<file path="src/dqf_pkg.sv">
package dqf_pkg;

   localparam int LABEL_MAX_DEFAULT = 32;
   localparam int QUEUE_DEPTH       = 4;
   localparam int CSR_DATA_WIDTH    = 16;
   localparam int CSR_INDEX_WIDTH   = 3;
   localparam int STEP_WIDTH        = 4;

   localparam logic [7:0] CHAR_END   = 8'h00;
   localparam logic [7:0] CHAR_DOT   = 8'h2E;
   localparam logic [7:0] NAME_LIMIT = 8'd250;

   localparam logic [STEP_WIDTH-1:0] HEADER_LAST = STEP_WIDTH'(11);
   localparam logic [STEP_WIDTH-1:0] TAIL_LAST   = STEP_WIDTH'(4);

   localparam logic [CSR_INDEX_WIDTH-1:0] REG_TRANSACTION_ID = CSR_INDEX_WIDTH'(0);
   localparam logic [CSR_INDEX_WIDTH-1:0] REG_HEADER_FLAGS   = CSR_INDEX_WIDTH'(1);
   localparam logic [CSR_INDEX_WIDTH-1:0] REG_QUERY_TYPE     = CSR_INDEX_WIDTH'(2);
   localparam logic [CSR_INDEX_WIDTH-1:0] REG_QUERY_CLASS    = CSR_INDEX_WIDTH'(3);

   localparam logic [15:0] TRANSACTION_ID_RESET = 16'h1234;
   localparam logic [15:0] HEADER_FLAGS_RESET   = 16'h0100;
   localparam logic [15:0] QUERY_TYPE_RESET     = 16'h0001;
   localparam logic [15:0] QUERY_CLASS_RESET    = 16'h0001;

   typedef enum logic [1:0] {
      CMD_CHAR,
      CMD_DOT,
      CMD_END
   } cmd_kind_type;

   // One classified name character as it travels from front to back.
   typedef struct packed {
      logic         new_name;
      cmd_kind_type kind;
      logic [7:0]   ch;
   } cmd_type;

   typedef struct packed {
      logic full;
      logic valid;
   } queue_status_type;

endpackage

</file>
<file path="src/dqf_front.sv">
module dqf_front
   import dqf_pkg::*;
(
   input  logic             clock,
   input  logic             reset,
   input  logic             req_valid,
   output logic             req_stall,
   input  logic [7:0]       req_name_char,
   input  queue_status_type q_status,
   output logic             push,
   output cmd_type          push_cmd
);

   logic in_name_ff;
   logic in_name_in;

   assign req_stall = q_status.full;
   assign push      = req_valid && !q_status.full;

   always_comb begin
      push_cmd.new_name = !in_name_ff;
      push_cmd.ch       = req_name_char;
      if (req_name_char == CHAR_END) begin
         push_cmd.kind = CMD_END;
      end else if (req_name_char == CHAR_DOT) begin
         push_cmd.kind = CMD_DOT;
      end else begin
         push_cmd.kind = CMD_CHAR;
      end
   end

   // Any accepted character other than the terminator leaves a name open.
   assign in_name_in = push ? (req_name_char != CHAR_END) : in_name_ff;

   always_ff @(posedge clock) begin
      if (reset) begin
         in_name_ff <= 1'b0;
      end else begin
         in_name_ff <= in_name_in;
      end
   end

endmodule

</file>
<file path="src/dqf_queue.sv">
module dqf_queue
   import dqf_pkg::*;
#(
   parameter int DEPTH = QUEUE_DEPTH
)
(
   input  logic             clock,
   input  logic             reset,
   input  logic             push,
   input  cmd_type          push_cmd,
   input  logic             pop,
   output cmd_type          pop_cmd,
   output queue_status_type q_status
);

   localparam int PW = (DEPTH > 1) ? $clog2(DEPTH) : 1;
   localparam int CW = $clog2(DEPTH + 1);

   cmd_type        entry_ff [DEPTH];
   logic [PW-1:0]  wr_ptr_ff;
   logic [PW-1:0]  wr_ptr_in;
   logic [PW-1:0]  rd_ptr_ff;
   logic [PW-1:0]  rd_ptr_in;
   logic [CW-1:0]  count_ff;
   logic [CW-1:0]  count_in;
   logic           do_push;
   logic           do_pop;

   assign q_status.full  = (count_ff == CW'(DEPTH));
   assign q_status.valid = (count_ff != '0);
   assign pop_cmd        = entry_ff[rd_ptr_ff];

   assign do_push = push && !q_status.full;
   assign do_pop  = pop && q_status.valid;

   always_comb begin
      wr_ptr_in = wr_ptr_ff;
      rd_ptr_in = rd_ptr_ff;
      count_in  = count_ff;
      if (do_push) begin
         wr_ptr_in = (wr_ptr_ff == PW'(DEPTH - 1)) ? '0 : wr_ptr_ff + PW'(1);
      end
      if (do_pop) begin
         rd_ptr_in = (rd_ptr_ff == PW'(DEPTH - 1)) ? '0 : rd_ptr_ff + PW'(1);
      end
      if (do_push && !do_pop) begin
         count_in = count_ff + CW'(1);
      end else if (do_pop && !do_push) begin
         count_in = count_ff - CW'(1);
      end
   end

   always_ff @(posedge clock) begin
      if (do_push) begin
         entry_ff[wr_ptr_ff] <= push_cmd;
      end
   end

   always_ff @(posedge clock) begin
      if (reset) begin
         wr_ptr_ff <= '0;
         rd_ptr_ff <= '0;
         count_ff  <= '0;
      end else begin
         wr_ptr_ff <= wr_ptr_in;
         rd_ptr_ff <= rd_ptr_in;
         count_ff  <= count_in;
      end
   end

endmodule

</file>
<file path="src/dqf_back.sv">
module dqf_back
   import dqf_pkg::*;
#(
   parameter int LABEL_MAX = LABEL_MAX_DEFAULT
)
(
   input  logic                       clock,
   input  logic                       reset,
   input  logic                       csr_write_enable,
   input  logic [CSR_INDEX_WIDTH-1:0] csr_index,
   input  logic [CSR_DATA_WIDTH-1:0]  csr_write_data,
   input  queue_status_type           q_status,
   input  cmd_type                    pop_cmd,
   output logic                       pop,
   output logic                       rsp_valid,
   input  logic                       rsp_stall,
   output logic [7:0]                 rsp_out_byte,
   output logic [7:0]                 rsp_out_position,
   output logic                       rsp_end_of_query,
   output logic                       rsp_too_long
);

   localparam int LCW = $clog2(LABEL_MAX + 1);
   localparam int AW  = (LABEL_MAX > 1) ? $clog2(LABEL_MAX) : 1;

   typedef enum logic [2:0] {
      ST_IDLE,
      ST_HEADER,
      ST_EXEC,
      ST_LENGTH,
      ST_DATA,
      ST_TAIL
   } state_type;

   state_type             state_ff, state_in;
   cmd_type               cmd_ff, cmd_in;
   logic [STEP_WIDTH-1:0] step_ff, step_in;
   logic [LCW-1:0]        label_count_ff, label_count_in;
   logic [LCW-1:0]        keep_ff, keep_in;
   logic [LCW-1:0]        rd_idx_ff, rd_idx_in;
   logic [7:0]            byte_offset_ff, byte_offset_in;
   logic                  overflow_ff, overflow_in;
   logic                  rsp_valid_ff, rsp_valid_in;
   logic [7:0]            rsp_byte_ff, rsp_byte_in;
   logic [7:0]            rsp_pos_ff, rsp_pos_in;
   logic                  rsp_last_ff, rsp_last_in;
   logic                  rsp_long_ff, rsp_long_in;

   logic [15:0]           transaction_id_ff;
   logic [15:0]           header_flags_ff;
   logic [15:0]           query_type_ff;
   logic [15:0]           query_class_ff;

   logic [7:0]            label_mem [LABEL_MAX];
   logic [7:0]            rd_data_ff;
   logic                  mem_we;

   logic                  can_emit;
   logic                  emit_en;
   logic [7:0]            emit_byte;
   logic                  emit_last;
   logic                  name_done;
   logic [7:0]            avail;
   logic [8:0]            need;
   state_type             after_label;
   logic [7:0]            header_byte;
   logic [7:0]            tail_byte;

   assign rsp_valid        = rsp_valid_ff;
   assign rsp_out_byte     = rsp_byte_ff;
   assign rsp_out_position = rsp_pos_ff;
   assign rsp_end_of_query = rsp_last_ff;
   assign rsp_too_long     = rsp_long_ff;

   assign can_emit    = !rsp_valid_ff || !rsp_stall;
   assign avail       = (byte_offset_ff < NAME_LIMIT) ? NAME_LIMIT - byte_offset_ff : 8'd0;
   assign need        = 9'(label_count_ff) + 9'd1;
   assign after_label = (cmd_ff.kind == CMD_END) ? ST_TAIL : ST_IDLE;

   always_comb begin
      unique case (step_ff)
         4'd0:    header_byte = transaction_id_ff[15:8];
         4'd1:    header_byte = transaction_id_ff[7:0];
         4'd2:    header_byte = header_flags_ff[15:8];
         4'd3:    header_byte = header_flags_ff[7:0];
         4'd5:    header_byte = 8'h01;
         default: header_byte = 8'h00;
      endcase
      unique case (step_ff)
         4'd1:    tail_byte = query_type_ff[15:8];
         4'd2:    tail_byte = query_type_ff[7:0];
         4'd3:    tail_byte = query_class_ff[15:8];
         4'd4:    tail_byte = query_class_ff[7:0];
         default: tail_byte = 8'h00;
      endcase
   end

   always_comb begin
      state_in       = state_ff;
      cmd_in         = cmd_ff;
      step_in        = step_ff;
      label_count_in = label_count_ff;
      keep_in        = keep_ff;
      rd_idx_in      = rd_idx_ff;
      byte_offset_in = byte_offset_ff;
      overflow_in    = overflow_ff;
      rsp_valid_in   = rsp_valid_ff && rsp_stall;
      rsp_byte_in    = rsp_byte_ff;
      rsp_pos_in     = rsp_pos_ff;
      rsp_last_in    = rsp_last_ff;
      rsp_long_in    = rsp_long_ff;
      pop            = 1'b0;
      mem_we         = 1'b0;
      emit_en        = 1'b0;
      emit_byte      = 8'h00;
      emit_last      = 1'b0;
      name_done      = 1'b0;

      unique case (state_ff)
         ST_IDLE: begin
            if (q_status.valid) begin
               pop    = 1'b1;
               cmd_in = pop_cmd;
               if (pop_cmd.new_name) begin
                  byte_offset_in = 8'd0;
                  label_count_in = '0;
                  overflow_in    = 1'b0;
                  step_in        = '0;
                  state_in       = ST_HEADER;
               end else begin
                  state_in = ST_EXEC;
               end
            end
         end
         ST_HEADER: begin
            if (can_emit) begin
               emit_en   = 1'b1;
               emit_byte = header_byte;
               step_in   = step_ff + STEP_WIDTH'(1);
               if (step_ff == HEADER_LAST) begin
                  state_in = ST_EXEC;
               end
            end
         end
         ST_EXEC: begin
            if (cmd_ff.kind == CMD_CHAR) begin
               if (label_count_ff < LCW'(LABEL_MAX)) begin
                  mem_we         = 1'b1;
                  label_count_in = label_count_ff + LCW'(1);
               end else begin
                  overflow_in = 1'b1;
               end
               state_in = ST_IDLE;
            end else begin
               label_count_in = '0;
               step_in        = '0;
               rd_idx_in      = '0;
               keep_in        = label_count_ff;
               if (avail == 8'd0) begin
                  // Not even the length byte fits: the label is dropped.
                  overflow_in = 1'b1;
                  state_in    = after_label;
               end else begin
                  if (need > {1'b0, avail}) begin
                     keep_in     = LCW'(avail - 8'd1);
                     overflow_in = 1'b1;
                  end
                  state_in = ST_LENGTH;
               end
            end
         end
         ST_LENGTH: begin
            if (can_emit) begin
               emit_en   = 1'b1;
               emit_byte = 8'(keep_ff);
               state_in  = (keep_ff == '0) ? after_label : ST_DATA;
            end
         end
         ST_DATA: begin
            if (can_emit) begin
               emit_en   = 1'b1;
               emit_byte = rd_data_ff;
               if ((rd_idx_ff + LCW'(1)) == keep_ff) begin
                  state_in = after_label;
               end else begin
                  rd_idx_in = rd_idx_ff + LCW'(1);
               end
            end
         end
         ST_TAIL: begin
            if (can_emit) begin
               emit_en   = 1'b1;
               emit_byte = tail_byte;
               step_in   = step_ff + STEP_WIDTH'(1);
               if (step_ff == TAIL_LAST) begin
                  emit_last = 1'b1;
                  name_done = 1'b1;
                  state_in  = ST_IDLE;
               end
            end
         end
         default: begin
            state_in = ST_IDLE;
         end
      endcase

      if (emit_en) begin
         rsp_valid_in   = 1'b1;
         rsp_byte_in    = emit_byte;
         rsp_pos_in     = byte_offset_ff;
         rsp_last_in    = emit_last;
         rsp_long_in    = overflow_ff;
         byte_offset_in = byte_offset_ff + 8'd1;
      end
      if (name_done) begin
         byte_offset_in = 8'd0;
         overflow_in    = 1'b0;
         label_count_in = '0;
      end
   end

   // The read address runs one step ahead so rd_data_ff always holds the entry at rd_idx_ff.
   always_ff @(posedge clock) begin
      if (mem_we) begin
         label_mem[label_count_ff[AW-1:0]] <= cmd_ff.ch;
      end
      rd_data_ff <= label_mem[rd_idx_in[AW-1:0]];
   end

   always_ff @(posedge clock) begin
      if (reset) begin
         transaction_id_ff <= TRANSACTION_ID_RESET;
         header_flags_ff   <= HEADER_FLAGS_RESET;
         query_type_ff     <= QUERY_TYPE_RESET;
         query_class_ff    <= QUERY_CLASS_RESET;
      end else if (csr_write_enable) begin
         case (csr_index)
            REG_TRANSACTION_ID: transaction_id_ff <= csr_write_data;
            REG_HEADER_FLAGS:   header_flags_ff   <= csr_write_data;
            REG_QUERY_TYPE:     query_type_ff     <= csr_write_data;
            REG_QUERY_CLASS:    query_class_ff    <= csr_write_data;
            default: begin
            end
         endcase
      end
   end

   always_ff @(posedge clock) begin
      if (reset) begin
         state_ff       <= ST_IDLE;
         step_ff        <= '0;
         label_count_ff <= '0;
         rd_idx_ff      <= '0;
         byte_offset_ff <= 8'd0;
         overflow_ff    <= 1'b0;
         rsp_valid_ff   <= 1'b0;
      end else begin
         state_ff       <= state_in;
         step_ff        <= step_in;
         label_count_ff <= label_count_in;
         rd_idx_ff      <= rd_idx_in;
         byte_offset_ff <= byte_offset_in;
         overflow_ff    <= overflow_in;
         rsp_valid_ff   <= rsp_valid_in;
      end
      cmd_ff      <= cmd_in;
      keep_ff     <= keep_in;
      rsp_byte_ff <= rsp_byte_in;
      rsp_pos_ff  <= rsp_pos_in;
      rsp_last_ff <= rsp_last_in;
      rsp_long_ff <= rsp_long_in;
   end

endmodule

</file>
<file path="src/dns_query_framer.sv">
// Turns a dotted host name, one character per item and ended by a zero byte, into the
// bytes of a DNS query: a 12-byte header on the first character of a name, each label as a
// length byte followed by its characters, then the root byte, query type and query class.
// Characters enter a four-entry queue at up to one per cycle while it is not full. The back
// sequencer pops each character and writes an ordinary one into the label store; for a dot
// or the terminator it sends the label's length byte and characters as the output takes
// them. A new name first sends its header, and the terminator ends with the closing bytes.
// Progress is bounded by the single sequencer and the store's one read port. Each message
// byte comes with its offset, a flag on the final byte, and a flag that is set once a label
// exceeded LABEL_MAX characters or the labels ran past the first 250 bytes of the message.
// No pass over the label store follows reset. Configuration writes belong to idle periods.
module dns_query_framer
   import dqf_pkg::*;
#(
   parameter int LABEL_MAX = LABEL_MAX_DEFAULT
)
(
   input  logic                       clock,
   input  logic                       reset,
   input  logic                       req_valid,
   output logic                       req_stall,
   input  logic [7:0]                 req_name_char,
   output logic                       rsp_valid,
   input  logic                       rsp_stall,
   output logic [7:0]                 rsp_out_byte,
   output logic [7:0]                 rsp_out_position,
   output logic                       rsp_end_of_query,
   output logic                       rsp_too_long,
   input  logic                       csr_write_enable,
   input  logic [CSR_INDEX_WIDTH-1:0] csr_index,
   input  logic [CSR_DATA_WIDTH-1:0]  csr_write_data
);

   queue_status_type q_status;
   logic             push;
   cmd_type          push_cmd;
   logic             pop;
   cmd_type          pop_cmd;

   dqf_front u_front (
      .clock         (clock),
      .reset         (reset),
      .req_valid     (req_valid),
      .req_stall     (req_stall),
      .req_name_char (req_name_char),
      .q_status      (q_status),
      .push          (push),
      .push_cmd      (push_cmd)
   );

   dqf_queue #(
      .DEPTH (QUEUE_DEPTH)
   ) u_queue (
      .clock    (clock),
      .reset    (reset),
      .push     (push),
      .push_cmd (push_cmd),
      .pop      (pop),
      .pop_cmd  (pop_cmd),
      .q_status (q_status)
   );

   dqf_back #(
      .LABEL_MAX (LABEL_MAX)
   ) u_back (
      .clock            (clock),
      .reset            (reset),
      .csr_write_enable (csr_write_enable),
      .csr_index        (csr_index),
      .csr_write_data   (csr_write_data),
      .q_status         (q_status),
      .pop_cmd          (pop_cmd),
      .pop              (pop),
      .rsp_valid        (rsp_valid),
      .rsp_stall        (rsp_stall),
      .rsp_out_byte     (rsp_out_byte),
      .rsp_out_position (rsp_out_position),
      .rsp_end_of_query (rsp_end_of_query),
      .rsp_too_long     (rsp_too_long)
   );

endmodule

</file>
<file path="config.mk">
export PLATFORM = sky130hd
export DESIGN_NAME = dns_query_framer
export DESIGN_NICKNAME = d
export VERILOG_FILES = /design/src/dqf_pkg.sv /design/src/dqf_front.sv /design/src/dqf_queue.sv /design/src/dqf_back.sv /design/src/dns_query_framer.sv
export SDC_FILE = /design/constraint.sdc
export NUM_CORES = 1
export LEC_CHECK = 0
export BUFFER_PORTS_ARGS = -buffer_cell sky130_fd_sc_hd__buf_2
export CAP_MARGIN = 25
export CORE_MARGIN = 4
export CORE_UTILIZATION = 55
export DETAILED_ROUTE_END_ITERATION = 12
export PLACE_DENSITY = 0.72
export SLEW_MARGIN = 20
export SYNTH_ARGS = -nofsm -noshare
export SYNTH_HDL_FRONTEND = slang
export SYNTH_HIERARCHICAL = 1
export SYNTH_SLANG_ARGS = --single-unit
</file>
<file path="constraint.sdc">
create_clock -name clock -period 4.5 [get_ports clock]
set_clock_uncertainty 0.05 [all_clocks]
set_input_delay 0.225 -clock clock [delete_from_list [all_inputs] [get_ports clock]]
set_output_delay 0.225 -clock clock [all_outputs]
set_load 0.02 [all_outputs]
</file>
* Word level (Yosys, flattened, before mapping)
Memories as Yosys holds them, arrays and structs flattened. A register that Yosys moved wholly into a read port is not among the register bits.
Index checks and enable logic that the tools add are counted.
** Operators by class
- Add/subtract/negate cells :: 11
- Order comparisons :: 3
- Equality and inequality tests :: 35
- Mux-type cells :: 72
- Bitwise operators :: 1
- Reduce and logical (&&, ||, !) cells :: 44
** Operator list (number)
- 8-bit 2-to-1 mux :: 8
- 8-bit one-hot mux with 4 select lines :: 2
- 6-bit 2-to-1 mux :: 10
- 3-bit 2-to-1 mux :: 14
- 8-bit one-hot mux with 5 select lines :: 1
- 6-bit one-hot mux with 2 select lines :: 2
- 1-bit 2-to-1 mux :: 22
- 2-bit by 1-bit inequality test with 1-bit output (second input constant) :: 9
- 3-bit one-hot mux with 6 select lines :: 1
- 8-bit logical NOT :: 2
- 4-bit 2-to-1 mux :: 4
- 6-bit by 1-bit adder with 6-bit output (second input constant) :: 2
- 3-bit by 2-bit == test with 1-bit output (second input constant) :: 4
- 2-bit 2-to-1 mux :: 6
- 4-bit one-hot mux with 3 select lines :: 1
- 2-bit AND reduction :: 6
- 2-bit nonzero test :: 6
- 5-bit AND reduction :: 2
- 3-bit == test (second input constant) :: 3
- 8-bit by 1-bit adder with 8-bit output (second input constant) :: 1
- 4-bit by 2-bit == test with 1-bit output (second input constant) :: 2
- 4-bit by 3-bit == test with 1-bit output (second input constant) :: 2
- 8-bit by 6-bit == test with 1-bit output (second input constant) :: 1
- 7-bit by 8-bit greater-than comparator with 1-bit output :: 1
- 33 further kinds :: 54
** Word-level totals
- Register bits after elaboration :: 135
- Bits in writable memories :: 300
- Bits of input ports :: 32
- Output and inout bits :: 20
- Memories kept :: 2
** Memories
- u_back.label_mem :: depth 32, bits a word 8, rd ports 1, clocked after Yosys merged registers in 1, wr ports 1, line dqf_back.sv:54 : logic [7:0] label_mem [LABEL_MAX];
- u_queue.entry_ff :: depth 4, bits a word 11, rd ports 1, clocked after Yosys merged registers in 1, wr ports 1, line dqf_queue.sv:19 : cmd_type entry_ff [DEPTH];

* Longest topological paths before layout
Gate-level depths: netlist of the first run.
- Depth in word-level cells :: 8
- Mapped depth :: 18
- Gate-level depth less buffers :: 16

* By module
The synthesis of the first run kept the hierarchy.
** Modules (own cells, without submodules)
- dqf_back :: instances 1, cells each 1455, area each 16699.8 sq um
- dqf_queue :: instances 1, cells each 107, area each 2075.7 sq um
- dqf_front :: instances 1, cells each 19, area each 143.9 sq um

* Worst setup path after synthesis of the first run
OpenSTA, ideal clock, no wires.
- Kind :: register to register
- Start point :: register u_back.byte_offset_ff[0]
- End point :: register u_back.keep_ff[2] (data pin)
- Library setup time :: 269 ps
- Arrival :: 3306 ps
- Data required time :: 4181 ps
- Path slack :: 875 ps
- Cell stages (with the launch flop) :: 16
- Clock period less this slack :: 3625 ps
- Cells stage by stage :: dfxtp_1 inv_1 ha_1 o311ai_1 nand2_1 ha_1 nor2b_1 o21a_1 o21a_1 o21a_1 o21a_1 o21a_1 o21ai_0 or2_2 clkbuf_1 o21ai_0
** On the way
- Cells in the longest elaborated chain, start to end :: 5
- Elaborated cells on any way between the ends :: 8
- Classes of those cells :: add/sub: 2; order compare: 2; mux: 3; reduce/logical: 1
** RTL lines
- from (decl) :: line dqf_back.sv:41 : logic [7:0] byte_offset_ff, byte_offset_in;
- from (signal assigned) :: line dqf_back.sv:262 : byte_offset_ff <= byte_offset_in;
- 8-bit subtractor or 8-bit less-than comparator (tied branches) :: line dqf_back.sv:76 : assign avail = (byte_offset_ff < NAME_LIMIT) ? NAME_LIMIT - byte_offset_ff : 8'd0;
- 8-bit 2-to-1 mux (*) :: line dqf_back.sv:76
- 7-bit by 8-bit greater-than comparator with 1-bit output or 6-bit by 1-bit subtractor with 6-bit output (tied branches) :: line dqf_back.sv:164, dqf_back.sv:165
- 6-bit 2-to-1 mux :: line dqf_back.sv:164 : if (need > {1'b0, avail}) begin
- 6-bit 2-to-1 mux (*) :: line dqf_back.sv:159 : if (avail == 8'd0) begin
- to (signal assigned) :: line dqf_back.sv:267 : keep_ff <= keep_in;
- to (decl) :: line dqf_back.sv:39 : logic [LCW-1:0] keep_ff, keep_in;
Mark *: on every way between the ends. The rest lies on a longest branch, timed or not.
A chain may end at the register's enable or synchronous reset.

* Final worst setup path of the first run
- Start point :: register u_back.rd_idx_ff[0]
- End point :: register u_back.rd_data_ff[0], read port of u_back.label_mem
** On the way
- Cells in the longest elaborated chain, start to end :: 5
- Elaborated cells on any way between the ends :: 6
- Classes of those cells :: add/sub: 1; eq/ne: 1; mux: 4
** RTL lines
- from (decl) :: line dqf_back.sv:40 : logic [LCW-1:0] rd_idx_ff, rd_idx_in;
- from (signal assigned) :: line dqf_back.sv:261 : rd_idx_ff <= rd_idx_in;
- 6-bit by 1-bit adder with 6-bit output :: line dqf_back.sv:183, dqf_back.sv:186
- 6-bit == test :: line dqf_back.sv:183 : if ((rd_idx_ff + LCW'(1)) == keep_ff) begin
- 6-bit 2-to-1 mux :: line dqf_back.sv:183
- 6-bit 2-to-1 mux :: line dqf_back.sv:180 : if (can_emit) begin
- 6-bit one-hot mux with 2 select lines (*) :: line dqf_back.sv:119 : unique case (state_ff)
- to (decl) :: line dqf_back.sv:55 : logic [7:0] rd_data_ff;
Mark *: on every way between the ends. The rest lies on a longest branch, timed or not. The select of a mux whose other input is x is not followed.

==> summary.txt, run 1 <==
H-tree levels -> 2
input/output buffers -> 51
Routed Antenna Nets -> 0
TritonCTS Buffers -> 45
post-route clock period utilization -> 93.4%
post-synth net total -> 1641
Max VDD drop -> 0.000397 V
GRT overflow -> 0
share of the synthesized area in the top cell type -> 53.0%
wirelength, routed -> 45.2 mm
routed wire length per instance -> 21.3 um
initial antenna violation count -> 0
clk_lat worst skew -> 0.55 ns
layout cells sized above 1 -> 12.4%
Total GRT Usage -> 23.5%
vias in the first global route -> 12.4k
Vias -> 12.9k
CTS Buffer Depth -> 3
die area -> 0.0374 mm2
first-pass GRT wire length -> 70.6 mm
PD cells -> 535 mW/mm2
Synth async-reset ratio -> 0%
Slew Viols, Final -> 0
# DRC -> 0
Avg Inst Size Synth -> 12.0 um2
drt pass-1 iters -> 5
Die Span X -> 193 um
CP Max Fanout -> 53
Synth Flop Type -> edfxtp_1
final count of negative-setup-slack endpoints -> 0
root buffer cell -> clkbuf_16
Yosys Warn Count -> 6
pin count of the biggest net entering global routing -> 80
die height -> 193 um
flops & latches, synth -> 445
Lkg Pwr -> 7.15 nW
post-synthesis sequential area ratio -> 64.8%
crit path time final -> 4.20 ns
CTS tree -> yes
clock sink count -> 445
Hold Path Origin -> req_valid
RSZ-0062 raised after global routing -> false
post-synthesis cell count -> 1581
area delta synth->final -> 12.3%
Vias/cell -> 6.07
RR Endpoint -> u_back/rd_data_ff[0]
cell row count -> 67
Nets -> 1700
actual slew at the worst max-slew pin -> 0.927 ns
slew margin rel. -> 38.0%
post-placement cell count -> 2016
Setup TNS Final -> 0 ns
fmax -> 238 MHz
area leader, netlist -> edfxtp_1
Post-synth EDFFs -> 334
crit path kind -> register to register
top post-synthesis cells by area -> edfxtp_1 53%, dfxtp_1 12%, nand2_1 6.4%, a21oi_1 4.0%, mux2i_1 2.4%
Top-Level Pins -> 52
Max Cap Viol -> 0
worst hold path depth -> 4
flop2flop setup slack -> 0.30 ns
Worst Reg-to-Reg Cells -> 11
worst hold path class -> input pin to register
Non-Filler Instances -> 2123
RD Place Congestion -> 0.923
status -> complete, no violations
Netlist cell types -> 87
Mapped Area -> 0.0189 mm2
Initial Util -> 56.1%
CP Capture Type -> register
DRT iter0 DRCs -> 1340
post-CTS setup buffer count -> 0
worst endpoint data arrival time -> 4.56 ns
WHS Endpoint -> u_queue/wr_ptr_ff[1]
DP Wirelength -> 29.4 mm
Core Area -> 0.0337 mm2
reg2reg start -> u_back/rd_idx_ff[0]
CTS clock-pin slew for the worst setup and hold paths -> 0.06 ns
Hold Fails Final Rpt -> 0
CP Launch Type -> register
required time of the critical path -> 4.85 ns
Diodes inserted -> 0
==> routing by layer <==
layer	wire length [um]	vias to the layer above	global-route usage, %
met2	21300	578	37.6
met4	1260	0	6.82
li1	-	5922	-
met3	3790	96	4.04
met5	0	-	0
met1	18900	6288	33.6
==> worst max path at each step <==
| stage | endpoint | slack, ns | cells past startpoint | from |
|---|---|---|---|---|
| after detailed placement | u_back/rd_data_ff[0] | 0.23 | 11 | u_back/rd_idx_ff[0] |
| after CTS | u_back/rd_data_ff[0] | 0.22 | 11 | u_back/rd_idx_ff[0] |
| after global routing | u_back/rd_data_ff[1] | 0.04 | 11 | u_back/rd_idx_ff[0] |
| final | u_back/rd_data_ff[0] | 0.30 | 11 | u_back/rd_idx_ff[0] |
| after global placement | u_back/rd_data_ff[0] | 0.20 | 11 | u_back/rd_idx_ff[0] |
| after floorplan | u_back/keep_ff[2] | 0.87 | 15 | u_back/byte_offset_ff[0] |
==> synth_stat cells, types with 10 or more instances <==
library cell and n:
mux4_2 11, a22oi_1 33, dfxtp_1 111, and2_1 25
xnor2_1 12, a31oi_1 19, nor4_1 10, a21oi_1 152
nor2_1 101, buf_2 21, nand3_1 21, clkbuf_1 53
xor2_1 10, buf_4 16, nor3_1 10, nand2_1 321
mux2i_1 46, o21ai_0 29, nand3b_1 11, inv_1 17
a211oi_1 10, ha_1 27, edfxtp_1 334
==> logic make-up after synthesis <==
| logic type | after synthesis | synth area share, % |
|---|---|---|
| AND/OR/NAND/NOR | 561 | 13.2 |
| multiplexers | 57 | 3.74 |
| adder cells (fa/ha/maj) | 28 | 1.89 |
| AO/OA/AOI/OAI | 350 | 12.3 |
| buffers and inverters | 118 | 3.06 |
| flip-flops | 445 | 64.8 |
| XOR/XNOR | 22 | 1.02 |
==> report_power, final <==
group	switching, W	internal (W)
clock network	0.00149	0.00204
logic	0.00163	0.000795
registers	0.000324	0.00508
==> cell usage in the layout, fill, tap and decap left out, types with 27 or more instances in the layout <==
master       n
a22oi_1     33
clkbuf_16   47
mux2i_1     46
ha_1        27
nor2_1      99
nand2_1    321
edfxtp_1   334
a21oi_1    152
buf_4       28
dfxtp_1    111
buf_2       51
o21ai_0     29
==> per-stage QoR <==
stage / power [W] / hold WS, ns / util (%) / worst slack [ns] / area, um2
after detailed placement: 0.00785 / 0.393 / 58.1 / 0.230 / 19600
final: 0.0114 / 0.123 / 63.0 / 0.296 / 21200
after global placement: 0.00774 / 0.383 / 57.9 / 0.196 / 19500
after global routing: 0.0118 / 0.147 / 63.0 / 0.0424 / 21200
after CTS: 0.0114 / 0.111 / 63.0 / 0.225 / 21200
after floorplan: 0.00690 / 0.248 / - / 0.875 / 18900
==> worst max-delay path, cell delays in order, from the launching register on <==
cell and delay, ns:
dfxtp_1 0.52, ha_1 0.32, xor2_1 0.16, nor2_1 0.20, o211ai_2 0.16, o21ai_2 0.36
a32o_4 0.73, buf_12 0.28, mux2i_1 0.28, o21ai_0 0.12, a2111oi_1 0.78, a21oi_1 0.08
==> area by class of cell <==
cell class                 count  area, um2
fill                        2625      12500
sequential                   445      12300
multi-input combinational   1018       6130
clock buffer                  64       1280
timing repair buffer         111        827
tap                          448        561
clock inverter                18        123
inverter                      19       76.3
==> timing repair <==
action,CTS,global route
endpoints found under the hold margin,106,0
endpoints found under the setup margin,0,4
gates resized for setup,0,4
hold buffers,25,0
==> state kept, by name, summed over array words and instances, names as in the netlist, 3 cells and up, named ones only <==
name                      flops
u_back/keep_ff                6
u_back/cmd_ff                10
u_back/header_flags_ff       16
u_back/state_ff               3
u_back/label_mem            256
u_queue/count_ff              3
u_back/rsp_out_byte           8
u_back/step_ff                4
u_back/byte_offset_ff         8
u_back/rsp_out_position       8
u_back/query_type_ff         16
u_queue/entry_ff             44
u_back/rd_idx_ff              6
u_back/rd_data_ff             8
u_back/query_class_ff        16
u_back/label_count_ff         6
u_back/transaction_id_ff     16
No activity file was read; power rests on OpenSTA's default activity.
==> inputs of run 2 (changes only) <==
ABC_AREA = 1   (was default)
RECOVER_POWER = 25   (was default)
==> summary.txt, run 2 <==
Top-Level Pins -> 52 (unchanged)
clk_lat worst skew -> 0.56 ns (was 0.55 ns)
Clk network pwr share -> 30.4% (was 31.1%)
Hold Fails Final Rpt -> 0 (unchanged)
Routed Antenna Nets -> 0 (unchanged)
GRT overflow -> 0 (unchanged)
final count of negative-setup-slack endpoints -> 0 (unchanged)
slew margin rel. -> -22.3% (was 38.0%)
pin count of the biggest net entering global routing -> 76 (was 80)
crit path to -> u_back/rd_data_ff[0] (unchanged)
# DRC -> 0 (unchanged)
footprint of the multi-input gates -> 0.00634 mm2 (was 0.00613 mm2)
root buffer cell -> clkbuf_16 (unchanged)
commonest non-fill, non-tap cell in the layout -> nand2_1 (was edfxtp_1)
Vias -> 14.9k (was 12.9k)
cell row count -> 69 (was 67)
post-CTS setup buffer count -> 0 (unchanged)
Die Span X -> 199 um (was 193 um)
Max VDD drop -> 0.000474 V (was 0.000397 V)
critical path's slowest cell -> nand2_4 (was a2111oi_1)
post-route clock period utilization -> 85.7% (was 93.4%)
TritonCTS Buffers -> 46 (was 45)
CP Capture Type -> register (unchanged)
flops & latches, synth -> 445 (unchanged)
DP Wirelength -> 30.5 mm (was 29.4 mm)
sequential cell area -> 0.0123 mm2 (unchanged)
crit path kind -> register to register (unchanged)
RD Place Congestion -> 0.857 (was 0.923)
CTS clock-pin slew for the worst setup and hold paths -> 0.06 ns (about the same)
CTS Buffer Depth -> 3 (unchanged)
Nets -> 2205 (was 1700)
Sw Share -> 33.4% (was 30.3%)
Avg Inst Size Synth -> 9.58 um2 (was 12.0 um2)
CP Launch Type -> register (unchanged)
cell family contributing the most delay on the critical path -> simple AND/OR/NAND/NOR gates (was compound AO/OA/AOI/OAI gates)
worst hold path class -> input pin to register (unchanged)
internal power -> 0.00824 W (was 0.00792 W)
Yosys Warn Count -> 6 (unchanged)
DRT iter0 DRCs -> 1429 (was 1340)
Max Cap Viol -> 5 (was 0)
flop2flop setup slack -> 0.64 ns (was 0.30 ns)
Post-synth EDFFs -> 334 (unchanged)
WP depth -> 21 (was 11)
Setup TNS Final -> 0 ns (unchanged)
die area -> 0.0396 mm2 (was 0.0374 mm2)
vias in the first global route -> 14.5k (was 12.4k)
area leader, netlist -> edfxtp_1 (unchanged)
Post-synth top cells -> 430 x nand2_1, 334 x edfxtp_1, 315 x nand3_1 (was 334 x edfxtp_1, 321 x nand2_1, 152 x a21oi_1)
WHS -> 0.0238 ns (was 0.123 ns)
post-synth net total -> 2155 (was 1641)
sequence of cells on the critical path -> ha_1, nand2_1, inv_1, nand2_1, nand2_1, nand2_1, nand2_1, nor2_2, nand3_2, nand2_2, nand3_1, nand3_4, nand2_4, buf_12, nand2_1, nand3_1, nand3_1, nand3_1, nand2_1, nand2_1, nand2_1 (was ha_1, xor2_1, nor2_1, o211ai_2, o21ai_2, a32o_4, buf_12, mux2i_1, o21ai_0, a2111oi_1, a21oi_1)
input/output buffers -> 51 (unchanged)
PD cells -> 553 mW/mm2 (was 535 mW/mm2)
first-pass GRT wire length -> 76.5 mm (was 70.6 mm)
most frequent cells in the layout -> 428 x nand2_1, 334 x edfxtp_1, 315 x nand3_1, 249 x inv_1, 207 x nor2_1 (was 334 x edfxtp_1, 321 x nand2_1, 152 x a21oi_1, 111 x dfxtp_1, 99 x nor2_1)
crit path time final -> 3.86 ns (was 4.20 ns)
Worst Setup SP -> u_back/rd_idx_ff[0] (unchanged)
die height -> 199 um (was 193 um)
Core Area -> 0.0358 mm2 (was 0.0337 mm2)
reg2reg start -> u_back/rd_idx_ff[0] (unchanged)
H-tree levels -> 2 (unchanged)
Mapped Area -> 0.0201 mm2 (was 0.0189 mm2)
cell mode on critical path -> nand2_1
RR Endpoint -> u_back/rd_data_ff[0] (unchanged)
share of the synthesized area in the top cell type -> 49.9% (was 53.0%)
drt pass-1 iters -> 6 (was 5)
worst endpoint data arrival time -> 4.27 ns (was 4.56 ns)
count leader, synth -> nand2_1 (was edfxtp_1)
Diodes inserted -> 0 (unchanged)
Vias/cell -> 5.64 (was 6.07)
combinational power share -> 26.1% (was 21.3%)
filler instances -> 2833 (was 2625)
clock sink count -> 445 (unchanged)
Netlist cell types -> 47 (was 87)
worst path bufs/invs -> 2 (was 1)
Largest register FFs -> 256 (unchanged)
Slew Viols, Final -> 165 (was 0)
failing checks -> max-capacitance violations, max-slew violations
Total GRT Usage -> 24.4% (was 23.5%)
CP max stage delay -> 0.73 ns (was 0.78 ns)
initial antenna violation count -> 1 (was 0)
Worst Reg-to-Reg Cells -> 21 (was 11)
top post-synthesis cells by area -> edfxtp_1 50%, dfxtp_1 11%, nand2_1 8.0%, nand3_1 7.9%, inv_1 4.7% (was edfxtp_1 53%, dfxtp_1 12%, nand2_1 6.4%, a21oi_1 4.0%, mux2i_1 2.4%)
post-synthesis cell count -> 2095 (was 1581)
Switch Pwr -> 0.00414 W (was 0.00344 W)
post-synthesis sequential area ratio -> 61.0% (was 64.8%)
CTS tree -> yes (unchanged)
status -> finished, violations left (was complete, no violations)
area delta synth->final -> 11.5% (was 12.3%)
routed wire length per instance -> 18.4 um (was 21.3 um)
CTS resizes -> 0 (unchanged)
Synth async-reset ratio -> 0% (unchanged)
Final Core Density -> 62.5% (was 63.0%)
wirelength, routed -> 48.7 mm (was 45.2 mm)
layout cells sized above 1 -> 7.79% (was 12.4%)
Flop pwr share -> 43.5% (was 47.6%)
actual slew at the worst max-slew pin -> 1.83 ns (was 0.927 ns)
RSZ-0062 raised after global routing -> false (unchanged)
Initial Util -> 56.0% (was 56.1%)
Synth Flop Type -> edfxtp_1 (unchanged)
required time of the critical path -> 4.91 ns (was 4.85 ns)
fmax -> 259 MHz (was 238 MHz)
CP Max Fanout -> 69 (was 53)
Lkg Pwr -> 8.99 nW (was 7.15 nW)
[run 2: cells by family after synthesis]
family | share of synthesized area, %
XOR/XNOR | 0.436
adder cells (fa/ha/maj) | 1.78
AND/OR/NAND/NOR | 22.7
AO/OA/AOI/OAI | 6.53
flip-flops | 61.0
buffers and inverters | 7.56
[run 2: final cells by class]
type / instances / share of cell area (%)
clock buffers: 65 / 5.64
multi-input cells: 1288 / 28.3
clock inverters: 20 / 1.02
repair buffers: 106 / 3.42
inverters: 258 / 4.32
well taps: 461 / 2.58
flip-flops and latches: 445 / 54.7
[run 2: how the worst min path moves through the flow]
stage	from	endpoint	slack (ns)	depth (start not counted)
2_1_floorplan	reset	u_queue/count_ff[0]	0.25	1
3_3_place_gp	u_back/overflow_ff	u_back/rsp_too_long	0.37	0
3_5_place_dp	u_back/overflow_ff	u_back/rsp_too_long	0.38	0
4_1_cts	reset	u_back/rd_idx_ff[2]	0.002	2
5_1_grt	reset	u_back/rd_idx_ff[2]	0.02	2
6_report	reset	u_queue/count_ff[0]	0.02	2
[run 2: stage by stage]
| step | cells | instance area [um2] | power [W] | worst slack [ns] |
|---|---|---|---|---|
| floorplan | 2095 | 20100 | 0.00761 | 1.44 |
| global placement | 2526 | 20600 | 0.00851 | 0.780 |
| detailed placement | 2528 | 20600 | 0.00860 | 0.686 |
| CTS | 2638 | 22400 | 0.0124 | 0.663 |
| global route | 2643 | 22400 | 0.0130 | 0.344 |
| finish | 2643 | 22400 | 0.0124 | 0.642 |
[run 2: power groups by stage]
| stage | Sequential (W) | Combinational (W) | Clock, W |
|---|---|---|---|
| after floorplan | 0.00551 | 0.00210 | 0 |
| after global placement | 0.00549 | 0.00302 | 0 |
| after detailed placement | 0.00550 | 0.00310 | 0 |
| after CTS | 0.00542 | 0.00315 | 0.00381 |
| after global routing | 0.00541 | 0.00359 | 0.00399 |
| final | 0.00539 | 0.00323 | 0.00376 |
[run 2: repair_timing]
| item | in CTS | in global routing |
|---|---|---|
| setup endpoints to repair | 0 | 0 |
| endpoints found under the hold margin | 94 | 0 |
| hold buffers | 25 | 0 |
[run 2: per-layer routing]
layer	vias to the layer above	part of all wire [%]	wire length (um)	GRT usage, %
met1	7083	42	20400	33.4
met5	-	0	0	0
li1	7137	-	-	-
met3	100	7.9	3850	4.62
met2	592	48	23200	39.7
met4	0	2.7	1340	7.83
